<file path="src/rtl/fir_pkg.sv">
// ----------------------------------------------------------------------------
// fir_pkg: shared types and constants for the Q1.15 FIR filter
// Data widths, function codes, rounding/saturation constants and the
// control bundle that travels alongside the tap reads.
// ----------------------------------------------------------------------------
package fir_pkg;

  // default number of taps
  localparam int TAPS_DEFAULT = 64;

  // field widths
  localparam int DATA_W      = 16;
  localparam int PROD_W      = 32;
  localparam int ACC_W       = 40;
  localparam int TAP_CNT_W   = 7;
  localparam int COEF_IDX_W  = 6;

  // function codes of an input item
  localparam logic FUNC_SAMPLE = 1'b0;
  localparam logic FUNC_COEF   = 1'b1;

  // tap_count after reset
  localparam logic [TAP_CNT_W-1:0] TAP_CNT_RESET = 7'd64;

  // round half up before the shift by 15
  localparam logic signed [ACC_W-1:0] ROUND_BIAS = 40'sd16384;

  // saturation limits
  localparam logic signed [DATA_W-1:0] SAT_MAX = 16'sh7FFF;
  localparam logic signed [DATA_W-1:0] SAT_MIN = 16'sh8000;

  // control bundle for one tap read
  typedef struct packed {
    logic valid;
    logic first;
    logic last;
  } mac_ctl_t;

endpackage

</file>
<file path="src/rtl/fir_filter_q15.sv">
// ----------------------------------------------------------------------------
// fir_filter_q15: direct-form Q1.15 FIR filter
//
//   channel  signals                                    direction
//   in       in_valid/in_stall, func, sample,           into block
//            coef_index, coef_value
//   out      out_valid/out_stall, filtered, saturated   out of block
//   cfg      cfg_we, cfg_data (tap_count)               into block
//
// After a sample transfer no new item is accepted until its result has left
// the MAC: one shared multiply-accumulate walks n taps, n being tap_count held
// to 1..TAPS, one memory read per tap. A coefficient write does not stall the
// input. After reset a clearing pass zeroes both memories while in_stall is
// high. A result waiting on out_stall holds in the output register; a second
// one holds in the MAC.
// ----------------------------------------------------------------------------
module fir_filter_q15 #(
  parameter int TAPS = fir_pkg::TAPS_DEFAULT
) (
  input  logic                                  clk,
  input  logic                                  rst,
  // input channel
  input  logic                                  in_valid,
  output logic                                  in_stall,
  input  logic                                  func,
  input  logic signed [fir_pkg::DATA_W-1:0]     sample,
  input  logic [fir_pkg::COEF_IDX_W-1:0]        coef_index,
  input  logic signed [fir_pkg::DATA_W-1:0]     coef_value,
  // output channel
  output logic                                  out_valid,
  input  logic                                  out_stall,
  output logic signed [fir_pkg::DATA_W-1:0]     filtered,
  output logic                                  saturated,
  // configuration
  input  logic                                  cfg_we,
  input  logic [fir_pkg::TAP_CNT_W-1:0]         cfg_data
);

  localparam int AW = $clog2(TAPS);
  localparam int CW = $clog2(TAPS + 1);

  typedef enum logic [1:0] {
    S_CLEAR,
    S_IDLE,
    S_RUN,
    S_WAIT
  } state_t;

  state_t                            state;
  logic [AW-1:0]                     clr_cnt;
  logic [AW-1:0]                     ptr;
  logic [AW-1:0]                     rd_ptr;
  logic [CW-1:0]                     tap_idx;
  logic [CW-1:0]                     tap_lim;
  logic [fir_pkg::TAP_CNT_W-1:0]     tap_count;

  logic                              in_xfer;
  logic                              coef_ok;
  logic [AW-1:0]                     ptr_adv;
  logic [CW-1:0]                     tap_lim_next;
  logic [CW+6:0]                     tc_wide;

  logic                              coef_we;
  logic [AW-1:0]                     coef_waddr;
  logic signed [fir_pkg::DATA_W-1:0] coef_wdata;
  logic                              smp_we;
  logic [AW-1:0]                     smp_waddr;
  logic signed [fir_pkg::DATA_W-1:0] smp_wdata;
  fir_pkg::mac_ctl_t                 rd_ctl;
  fir_pkg::mac_ctl_t                 rd_ctl_q;
  logic signed [fir_pkg::DATA_W-1:0] coef_rdata;
  logic signed [fir_pkg::DATA_W-1:0] smp_rdata;

  logic                              res_valid;
  logic                              res_take;
  logic signed [fir_pkg::DATA_W-1:0] res_filtered;
  logic                              res_sat;

  // input transfer
  assign in_stall = (state != S_IDLE);
  assign in_xfer  = in_valid && !in_stall;
  assign coef_ok  = (32'(coef_index) < TAPS);
  assign ptr_adv  = (ptr == AW'(TAPS - 1)) ? '0 : ptr + AW'(1);

  // effective tap count: 0 acts as 1, above TAPS acts as TAPS
  assign tc_wide = (CW + 7)'(tap_count);
  always_comb begin
    if (tap_count == '0) begin
      tap_lim_next = CW'(1);
    end else if (tc_wide > (CW + 7)'(TAPS)) begin
      tap_lim_next = CW'(TAPS);
    end else begin
      tap_lim_next = CW'(tap_count);
    end
  end

  // memory writes: clearing pass, coefficient item, new sample
  always_comb begin
    coef_we    = 1'b0;
    coef_waddr = clr_cnt;
    coef_wdata = '0;
    smp_we     = 1'b0;
    smp_waddr  = clr_cnt;
    smp_wdata  = '0;
    if (state == S_CLEAR) begin
      coef_we = 1'b1;
      smp_we  = 1'b1;
    end else if (in_xfer) begin
      if (func == fir_pkg::FUNC_COEF) begin
        coef_we    = coef_ok;
        coef_waddr = AW'(coef_index);
        coef_wdata = coef_value;
      end else begin
        smp_we    = 1'b1;
        smp_waddr = ptr_adv;
        smp_wdata = sample;
      end
    end
  end

  // tap read issue
  always_comb begin
    rd_ctl.valid = (state == S_RUN);
    rd_ctl.first = (tap_idx == '0);
    rd_ctl.last  = (tap_idx == tap_lim - CW'(1));
  end

  // sequencer
  always_ff @(posedge clk) begin
    if (rst) begin
      state   <= S_CLEAR;
      clr_cnt <= '0;
      ptr     <= '0;
      rd_ptr  <= '0;
      tap_idx <= '0;
      tap_lim <= CW'(1);
    end else begin
      unique case (state)
        S_CLEAR: begin
          clr_cnt <= clr_cnt + AW'(1);
          if (clr_cnt == AW'(TAPS - 1)) begin
            state <= S_IDLE;
          end
        end
        S_IDLE: begin
          if (in_xfer && func == fir_pkg::FUNC_SAMPLE) begin
            ptr     <= ptr_adv;
            rd_ptr  <= ptr_adv;
            tap_idx <= '0;
            tap_lim <= tap_lim_next;
            state   <= S_RUN;
          end
        end
        S_RUN: begin
          tap_idx <= tap_idx + CW'(1);
          rd_ptr  <= (rd_ptr == '0) ? AW'(TAPS - 1) : rd_ptr - AW'(1);
          if (rd_ctl.last) begin
            state <= S_WAIT;
          end
        end
        S_WAIT: begin
          if (res_take) begin
            state <= S_IDLE;
          end
        end
        default: begin
          state <= S_IDLE;
        end
      endcase
    end
  end

  // configuration register
  always_ff @(posedge clk) begin
    if (rst) begin
      tap_count <= fir_pkg::TAP_CNT_RESET;
    end else if (cfg_we) begin
      tap_count <= cfg_data;
    end
  end

  // output register
  assign res_take = res_valid && (!out_valid || !out_stall);

  always_ff @(posedge clk) begin
    if (rst) begin
      out_valid <= 1'b0;
    end else if (res_take) begin
      out_valid <= 1'b1;
    end else if (!out_stall) begin
      out_valid <= 1'b0;
    end
  end

  always_ff @(posedge clk) begin
    if (res_take) begin
      filtered  <= res_filtered;
      saturated <= res_sat;
    end
  end

  fir_store #(
    .TAPS (TAPS),
    .AW   (AW)
  ) u_store (
    .clk        (clk),
    .rst        (rst),
    .coef_we    (coef_we),
    .coef_waddr (coef_waddr),
    .coef_wdata (coef_wdata),
    .smp_we     (smp_we),
    .smp_waddr  (smp_waddr),
    .smp_wdata  (smp_wdata),
    .rd_ctl     (rd_ctl),
    .coef_raddr (tap_idx[AW-1:0]),
    .smp_raddr  (rd_ptr),
    .rd_ctl_q   (rd_ctl_q),
    .coef_rdata (coef_rdata),
    .smp_rdata  (smp_rdata)
  );

  fir_mac u_mac (
    .clk          (clk),
    .rst          (rst),
    .in_ctl       (rd_ctl_q),
    .coef         (coef_rdata),
    .smp          (smp_rdata),
    .res_take     (res_take),
    .res_valid    (res_valid),
    .res_filtered (res_filtered),
    .res_sat      (res_sat)
  );

endmodule

</file>
<file path="src/rtl/fir_store.sv">
// ----------------------------------------------------------------------------
// fir_store: coefficient and sample memories
// Two single-write, single-read synchronous memories of TAPS entries with a
// registered read; the tap control bundle is delayed to line up with the data.
// ----------------------------------------------------------------------------
module fir_store #(
  parameter int TAPS = fir_pkg::TAPS_DEFAULT,
  parameter int AW   = $clog2(TAPS)
) (
  input  logic                              clk,
  input  logic                              rst,
  // coefficient write port
  input  logic                              coef_we,
  input  logic [AW-1:0]                     coef_waddr,
  input  logic signed [fir_pkg::DATA_W-1:0] coef_wdata,
  // sample write port
  input  logic                              smp_we,
  input  logic [AW-1:0]                     smp_waddr,
  input  logic signed [fir_pkg::DATA_W-1:0] smp_wdata,
  // tap read
  input  fir_pkg::mac_ctl_t                 rd_ctl,
  input  logic [AW-1:0]                     coef_raddr,
  input  logic [AW-1:0]                     smp_raddr,
  output fir_pkg::mac_ctl_t                 rd_ctl_q,
  output logic signed [fir_pkg::DATA_W-1:0] coef_rdata,
  output logic signed [fir_pkg::DATA_W-1:0] smp_rdata
);

  logic signed [fir_pkg::DATA_W-1:0] coef_mem [TAPS];
  logic signed [fir_pkg::DATA_W-1:0] smp_mem  [TAPS];

  // coefficient memory
  always_ff @(posedge clk) begin
    if (coef_we) begin
      coef_mem[coef_waddr] <= coef_wdata;
    end
    if (rd_ctl.valid) begin
      coef_rdata <= coef_mem[coef_raddr];
    end
  end

  // sample memory (circular history)
  always_ff @(posedge clk) begin
    if (smp_we) begin
      smp_mem[smp_waddr] <= smp_wdata;
    end
    if (rd_ctl.valid) begin
      smp_rdata <= smp_mem[smp_raddr];
    end
  end

  // control follows the read latency
  always_ff @(posedge clk) begin
    if (rst) begin
      rd_ctl_q <= '0;
    end else begin
      rd_ctl_q <= rd_ctl;
    end
  end

endmodule

</file>
<file path="src/rtl/fir_mac.sv">
// ----------------------------------------------------------------------------
// fir_mac: multiply-accumulate and output scaling
// Registered 16x16 product, 40-bit accumulator, then round, shift by 15 and
// saturate into a result register held until the top level takes it.
// ----------------------------------------------------------------------------
module fir_mac (
  input  logic                              clk,
  input  logic                              rst,
  input  fir_pkg::mac_ctl_t                 in_ctl,
  input  logic signed [fir_pkg::DATA_W-1:0] coef,
  input  logic signed [fir_pkg::DATA_W-1:0] smp,
  input  logic                              res_take,
  output logic                              res_valid,
  output logic signed [fir_pkg::DATA_W-1:0] res_filtered,
  output logic                              res_sat
);

  fir_pkg::mac_ctl_t                prod_ctl;
  fir_pkg::mac_ctl_t                acc_ctl;
  logic signed [fir_pkg::PROD_W-1:0] prod;
  logic signed [fir_pkg::ACC_W-1:0]  acc;
  logic signed [fir_pkg::ACC_W-1:0]  prod_ext;
  logic signed [fir_pkg::ACC_W-1:0]  rsum;
  logic                              ovf;

  assign prod_ext = fir_pkg::ACC_W'(prod);
  assign rsum     = acc + fir_pkg::ROUND_BIAS;
  // shifted value fits 16 bits when bits 39..30 all agree
  assign ovf      = (rsum[fir_pkg::ACC_W-1:30] != {(fir_pkg::ACC_W-30){rsum[30]}});

  // control pipeline
  always_ff @(posedge clk) begin
    if (rst) begin
      prod_ctl  <= '0;
      acc_ctl   <= '0;
      res_valid <= 1'b0;
    end else begin
      prod_ctl <= in_ctl;
      acc_ctl  <= prod_ctl;
      if (acc_ctl.valid && acc_ctl.last) begin
        res_valid <= 1'b1;
      end else if (res_take) begin
        res_valid <= 1'b0;
      end
    end
  end

  // product and accumulator
  always_ff @(posedge clk) begin
    if (in_ctl.valid) begin
      prod <= coef * smp;
    end
    if (prod_ctl.valid) begin
      acc <= prod_ctl.first ? prod_ext : acc + prod_ext;
    end
  end

  // round, shift and saturate
  always_ff @(posedge clk) begin
    if (acc_ctl.valid && acc_ctl.last) begin
      res_sat <= ovf;
      if (ovf) begin
        res_filtered <= rsum[fir_pkg::ACC_W-1] ? fir_pkg::SAT_MIN : fir_pkg::SAT_MAX;
      end else begin
        res_filtered <= rsum[30:15];
      end
    end
  end

endmodule
</file>
<file path="config.mk">
export PLATFORM = sky130hd
export DESIGN_NAME = fir_filter_q15
export DESIGN_NICKNAME = d
export VERILOG_FILES = /design/src/rtl/fir_pkg.sv /design/src/rtl/fir_filter_q15.sv /design/src/rtl/fir_store.sv /design/src/rtl/fir_mac.sv
export SDC_FILE = /design/constraint.sdc
export NUM_CORES = 2
export LEC_CHECK = 0
export BUFFER_PORTS_ARGS = -buffer_cell sky130_fd_sc_hd__buf_4
export CAP_MARGIN = 20
export CORE_UTILIZATION = 30
export CTS_CLUSTER_SIZE = 10
export DETAILED_ROUTE_END_ITERATION = 10
export PLACE_DENSITY = 0.51
export SYNTH_ARGS = -nofsm -noshare
export SYNTH_HDL_FRONTEND = slang
export SYNTH_HIERARCHICAL = 1
export SYNTH_SLANG_ARGS = --single-unit
</file>
<file path="constraint.sdc">
create_clock -name clk -period 17.84 [get_ports clk]
set_input_delay 0.892 -clock clk [delete_from_list [all_inputs] [get_ports clk]]
set_output_delay 0.892 -clock clk [all_outputs]
set_load 0.02 [all_outputs]
</file>
## Word-level counts from Yosys, hierarchy flattened

Memory sizes are Yosys's and may differ from the RTL's. A register that Yosys moved wholly into a read port is not among the register bits.
Cells that the tools add are included.
W data, S select, Z words.

- Bits of input ports: 51
- Output and inout port bits: 19
- RAM bits: 2,048
- Bits in registers: 157
- Word-level logic and storage cells: 107
- Memories kept: 2

- Eq/ne operators: 13
- Multiplexer cells: 42
- Reduce and logical (&&, ||, !) cells: 17
- Multiply operators: 1
- Magnitude comparators: 1
- Bitwise gates (word level): 1
- $add $sub $neg: 7

Memory list:

| name | words | bits a word | read ports | clocked after Yosys merged registers in | wr ports | RTL line | text |
|---|---|---|---|---|---|---|---|
| u_store.coef_mem | 64 | 16 | 1 | 1 | 1 | fir_store.sv:29 | `logic signed [fir_pkg::DATA_W-1:0] coef_mem [TAPS];` |
| u_store.smp_mem | 64 | 16 | 1 | 1 | 1 | fir_store.sv:30 | `logic signed [fir_pkg::DATA_W-1:0] smp_mem [TAPS];` |

Operators by type and width:

| kind | count |
|---|---|
| $mux W16 | 8 |
| $mux W6 | 9 |
| $add A40 B16 Y40 const B | 1 |
| $add A40 B32 Y40 | 1 |
| $mux W40 | 1 |
| $mul A16 B16 Y32 | 1 |
| $mux W7 | 3 |
| $logic_not A7 Y1 | 2 |
| $mux W1 | 14 |
| $pmux W7 S2 | 1 |
| $add A6 B1 Y6 const B | 2 |
| $eq A6 B6 Y1 const B | 2 |
| $pmux W6 S2 | 1 |
| $ne A9 B9 Y1 | 1 |
| $mux W2 | 4 |
| $pmux W2 S4 | 1 |
| $add A7 B1 Y7 const B | 1 |
| $eq A7 B7 Y1 | 1 |
| $gt A7 B7 Y1 const B | 1 |
| $sub A7 B1 Y7 const B | 1 |
| $logic_not A6 Y1 | 1 |
| $ne A2 B1 Y1 const B | 3 |
| $ne A2 B2 Y1 const B | 3 |
| $sub A6 B1 Y6 const B | 1 |
| other kinds (10) | 18 |

## Logic depth before layout (Yosys ltp)

- Depth in word-level cells: 7
- Gate-level depth with buffers: 25
- Mapped depth without buffers: 24

## Modules after synthesis

Netlist, hierarchy kept.

Modules (own cells, without submodules):

| module | area an instance (sq um) | instances | sequential area each (sq um) | cells each |
|---|---|---|---|---|
| fir_store | 79,719.0 | 1 | 62,520.0 | 3,423 |
| fir_mac | 15,579.9 | 1 | 2,792.7 | 1,626 |
| fir_filter_q15 | 3,113.0 | 1 | 1,351.3 | 340 |

## Worst setup path before layout

OpenSTA, ideal clock, no wires.

- Path kind: reg-to-reg
- From: register u_store/coef_rdata[15] (netlist name) (read register of u_store.coef_mem)
- To: register u_mac/prod[31] (netlist name) (data pin)
- Cell stages (with the launch flop): 23
- Required time: 17.580 ns
- Period minus slack after synthesis: 6.377 ns
- Library setup time: 0.260 ns
- Arrival time: 6.117 ns
- Path buffers: 1
- Setup slack: 11.463 ns
- Cell sequence: edfxtp_1 -> clkbuf_1 -> nand2_1 -> inv_1 -> fa_1 -> fa_1 -> fa_1 -> fa_1 -> fa_1 -> inv_1 -> fa_1 -> inv_1 -> ha_1 -> a21oi_1 -> o221ai_1 -> a21o_1 -> a21oi_1 -> inv_1 -> a211oi_1 -> o21ai_0 -> a31o_2 -> a21oi_1 -> xnor2_1

- Longest elaborated chain between the ends: 1

RTL lines:

| what | RTL line | text |
|---|---|---|
| start: declaration | fir_store.sv:25 | `output logic signed [fir_pkg::DATA_W-1:0] coef_rdata,` |
| $mul A16 B16 Y32 | fir_mac.sv:51 | `prod <= coef * smp;` |
| end signal: assignment | fir_mac.sv:51 |  |
| end: declaration | fir_mac.sv:20 | `logic signed [fir_pkg::PROD_W-1:0] prod;` |

No other way between the ends.
A chain may end at the register's enable or synchronous reset.

## Worst setup path after layout

- From: register u_store/smp_rdata[1] (netlist name) (read register of u_store.smp_mem)
- To: register u_mac/prod[31] (netlist name) (data pin)

- Longest elaborated chain between the ends: 1

RTL lines:

| what | RTL line | text |
|---|---|---|
| start: declaration | fir_store.sv:26 | `output logic signed [fir_pkg::DATA_W-1:0] smp_rdata` |
| $mul A16 B16 Y32 | fir_mac.sv:51 |  |

No other way between the ends.

==> results.txt <==
The flow ran to the end, and the final reports show no timing, DRC or antenna violations. The sequential cell area fraction in the yosys report came out at 0.677. Pin placement for this block handled 70 I/O pins. The placed instance area is 105,000 sq um. The number of warnings printed during yosys synthesis is 6. The path class of the lowest-slack min-delay path is in2reg. Among all flip-flop cells after synthesis, the most frequent one is sky130_fd_sc_hd__edfxtp_1. The maximum number of buffers from clock root to sink is 4. In the routed layout, each cell is associated on average with a via count of 4.90. The horizontal die dimension is 575 um.

Counting the buffers created by CTS gives 269. The final critical path time including I/O delays and setup is 7.06 ns. The critical path required time is 18.44 ns. Based on the critical path, the design can be clocked at up to 0.142 GHz.

The maximum fanout encountered on the critical timing path is 16. The H-tree generated during clock tree synthesis spans 5 levels. The wire length of the first global-routing pass came out at 365 mm.

The total of buffers placed on input and output ports came out at 69. The post-cts gate resize count is 0. In the final design database the tool counted 6,133 nets.

The final weighted congestion in routability-driven placement is 0.823. The data arrival time at the worst-slack endpoint came out at 7.67 ns. The number of antenna violations at the first check in global routing is 3. The final route contains 49,544 vias. The final instance area came out at 112,000 sq um. The critical path is of the reg2reg type. After global routing the overflow that remains totals 0.

The slew at the pin with the worst max-slew slack came out at 1.17 ns. The number of enable flip-flop cells after synthesis came out at 2,186. For this run, the detailed router's first-pass iteration total came to 5. The DRC violations left is 0.

TritonCTS built the clock tree. The worst hold slack came out at 0.265 ns. Synthesis produced a netlist with a net count of 5,837. The maximum number of pins on one net before global-route repair came out at 91. The detailed router finished its first iteration with 3,844 violations. The count of state elements after synthesis is 2,237. The core area came out at 325,000 sq um. The die outline area came out at 330,000 sq um.

The global-route total usage across every layer is 0.149. The die height is 575 um. The type of element launching the critical path is a flip-flop. The sum of negative setup slack is 0 ns. The final-report setup violation count is 0. The total wire length is 249 mm.

Setup repair after global routing left no endpoint under its margin. Clock-pin slew was measured on the worst setup and hold paths at 0.06 ns. Measured against its own limit, the worst slew margin works out to 0.211. The count of buffers added by post-CTS timing repair for setup came out at 0. The number of global-route vias before repair was 52,148. The count of clock tree sinks is 2,237. The synthesized area per cell came out at 18.3 sq um.

The initial core utilization came out at 0.303. Once layout is complete, the utilization of the core stands at 0.346. Clock latency on the worst-skew pair, taken at its later pin, is 0.88 ns. The netlist area before placement came out at 98,400 sq um. The number of hold buffers added after CTS is 0.

The max-slew violation count was 0. The area added between synthesis and finish is 14.2%. The gate count of the mapped netlist came out at 5,389. The fraction of the cycle the final worst path needs is 0.396.

The final count of hold timing violations came out at 0. Once detailed placement completed, the half-perimeter wirelength came to 152 mm. The worst clock skew on the final layout came out at 0.0757 ns.

The initialized floorplan defines 209 standard-cell rows. The count of different cell masters after synthesis came out at 84. The share of final-layout standard cells stronger than drive strength 1 is 0.213.

CTS placed an instance of sky130_fd_sc_hd__clkbuf_16 at the clock tree root. Dividing the detail-routed wire length by the instance count gives 24.7 um. The tool flagged a number of max-cap violations equal to 0. The fraction of registers with async set or reset after synthesis is 0. STA classifies the critical path endpoint as a flip-flop. The antenna violation net count after detailed routing is 0.
[flip-flops by register name (all words and copies together), names as in the netlist, 16 cells and up]
signal	count
u_mac/prod	32
u_store/coef_mem	1024
u_store/smp_mem	1024
u_mac/acc	40
u_mac/res_filtered	16
u_store/coef_rdata	16
filtered	16
u_store/smp_rdata	16
[per-stage QoR]
stage,std cells,worst slack (ns)
after global placement,9729,10.89
after detailed placement,9737,10.79
final,10104,10.78
after floorplan,5389,11.46
after global routing,10103,10.45
after CTS,10100,10.83
[cells by family (layout without fill, tap and decap cells)]
family / Yosys count / after routing / synth area share
muxes: 666 / 666 / 0.136
DFF: 2237 / 2237 / 0.677
other: 0 / 2 / 0
adders and majority gates: 397 / 397 / 0.0705
AOI/OAI and AO/OA: 506 / 506 / 0.0352
xor gates and xnor gates: 116 / 116 / 0.0103
buffers and inverters: 583 / 971 / 0.0262
and+or+nand+nor: 884 / 884 / 0.0442
[cells in the final DEF (no fill, tap or decap), types with 14 or more instances in the layout]
cell type and count:
sky130_fd_sc_hd__o221ai_1 41, sky130_fd_sc_hd__nand3_1 51, sky130_fd_sc_hd__ha_1 133, sky130_fd_sc_hd__a21o_1 45, sky130_fd_sc_hd__xnor2_1 68, sky130_fd_sc_hd__clkbuf_1 48
sky130_fd_sc_hd__nor2_1 230, sky130_fd_sc_hd__a22oi_1 29, sky130_fd_sc_hd__nand4_1 25, sky130_fd_sc_hd__clkbuf_16 273, sky130_fd_sc_hd__o21ai_1 19, sky130_fd_sc_hd__edfxtp_1 2186
sky130_fd_sc_hd__inv_1 323, sky130_fd_sc_hd__a211oi_1 42, sky130_fd_sc_hd__buf_4 272, sky130_fd_sc_hd__nor3_1 25, sky130_fd_sc_hd__mux4_2 536, sky130_fd_sc_hd__o21ai_0 84
sky130_fd_sc_hd__o22ai_1 20, sky130_fd_sc_hd__fa_1 263, sky130_fd_sc_hd__o31ai_1 23, sky130_fd_sc_hd__nor2b_1 54, sky130_fd_sc_hd__xor2_1 48, sky130_fd_sc_hd__nand2_1 224
sky130_fd_sc_hd__dfxtp_1 40, sky130_fd_sc_hd__and2_2 32, sky130_fd_sc_hd__a21oi_1 103, sky130_fd_sc_hd__and2_1 132, sky130_fd_sc_hd__nand2b_1 24, sky130_fd_sc_hd__mux2i_1 115
sky130_fd_sc_hd__a211o_1 14, sky130_fd_sc_hd__nand3b_1 15
[cells in the mapped netlist, types with 42 or more instances]
library cell | instances | area (sq um)
sky130_fd_sc_hd__dfxtp_1 | 51 | 1020
sky130_fd_sc_hd__a21o_1 | 45 | 338
sky130_fd_sc_hd__a211oi_1 | 42 | 315
sky130_fd_sc_hd__xor2_1 | 48 | 420
sky130_fd_sc_hd__clkbuf_1 | 122 | 458
sky130_fd_sc_hd__edfxtp_1 | 2186 | 65600
sky130_fd_sc_hd__inv_1 | 323 | 1210
sky130_fd_sc_hd__nor2b_1 | 56 | 350
sky130_fd_sc_hd__ha_1 | 134 | 1680
sky130_fd_sc_hd__buf_2 | 63 | 315
sky130_fd_sc_hd__xnor2_1 | 68 | 596
sky130_fd_sc_hd__nor2_1 | 240 | 901
sky130_fd_sc_hd__mux4_2 | 536 | 12100
sky130_fd_sc_hd__nand2_1 | 224 | 841
sky130_fd_sc_hd__a21oi_1 | 103 | 515
sky130_fd_sc_hd__nand3_1 | 51 | 255
sky130_fd_sc_hd__mux2i_1 | 115 | 1150
sky130_fd_sc_hd__o21ai_0 | 84 | 420
sky130_fd_sc_hd__and2_1 | 164 | 1030
sky130_fd_sc_hd__fa_1 | 263 | 5270
[final timing paths]
kind / from / to / slack [ns] / cells past startpoint
min: cfg_data[0] / tap_count[0]$_SDFFE_PP0P_ / 0.26 / 3
max reg2reg: u_store/smp_rdata[1]$_DFFE_PP_ / u_mac/prod[31]$_DFFE_PP_ / 10.78 / 21
min reg2reg: u_mac/res_filtered[13]$_DFFE_PP_ / filtered[13]$_DFFE_PP_ / 0.41 / 0
max: u_store/smp_rdata[1]$_DFFE_PP_ / u_mac/prod[31]$_DFFE_PP_ / 10.78 / 21
[final cells by class]
class | instances | area [sq um]
fill | 30604 | 213000
sequential | 2237 | 66700
multi-input combinational | 2569 | 29300
clock buffer | 323 | 7040
tap | 4325 | 5410
timing repair buffer | 284 | 2250
inverter | 324 | 1220
clock inverter | 40 | 533
antenna | 2 | 5.00
[critical path, stage by stage (launching register included)]
cell	delay (ns)
sky130_fd_sc_hd__edfxtp_1	0.75
sky130_fd_sc_hd__nand2_1	0.20
sky130_fd_sc_hd__inv_1	0.16
sky130_fd_sc_hd__fa_1	0.55
sky130_fd_sc_hd__fa_1	0.89
sky130_fd_sc_hd__fa_1	0.53
sky130_fd_sc_hd__fa_1	0.51
sky130_fd_sc_hd__fa_1	0.49
sky130_fd_sc_hd__inv_1	0.06
sky130_fd_sc_hd__fa_1	0.48
sky130_fd_sc_hd__inv_1	0.04
sky130_fd_sc_hd__ha_1	0.36
sky130_fd_sc_hd__a21oi_1	0.25
sky130_fd_sc_hd__o221ai_1	0.17
sky130_fd_sc_hd__a21o_1	0.20
sky130_fd_sc_hd__a21oi_1	0.14
sky130_fd_sc_hd__inv_1	0.07
sky130_fd_sc_hd__a211oi_1	0.30
sky130_fd_sc_hd__o21ai_0	0.19
sky130_fd_sc_hd__a31o_2	0.26
sky130_fd_sc_hd__a21oi_1	0.17
sky130_fd_sc_hd__xnor2_1	0.09
[metal layers]
layer	GRT usage	up-vias	share of wire
met3	0.0214	330	0.047
li1	-	21521	-
met4	0.0407	0	0.025
met5	0	-	0
met1	0.201	26495	0.44
met2	0.252	1198	0.49
Power is not shown: default switching activity piles up to over one toggle a cycle in this logic, so the estimate is an artifact.
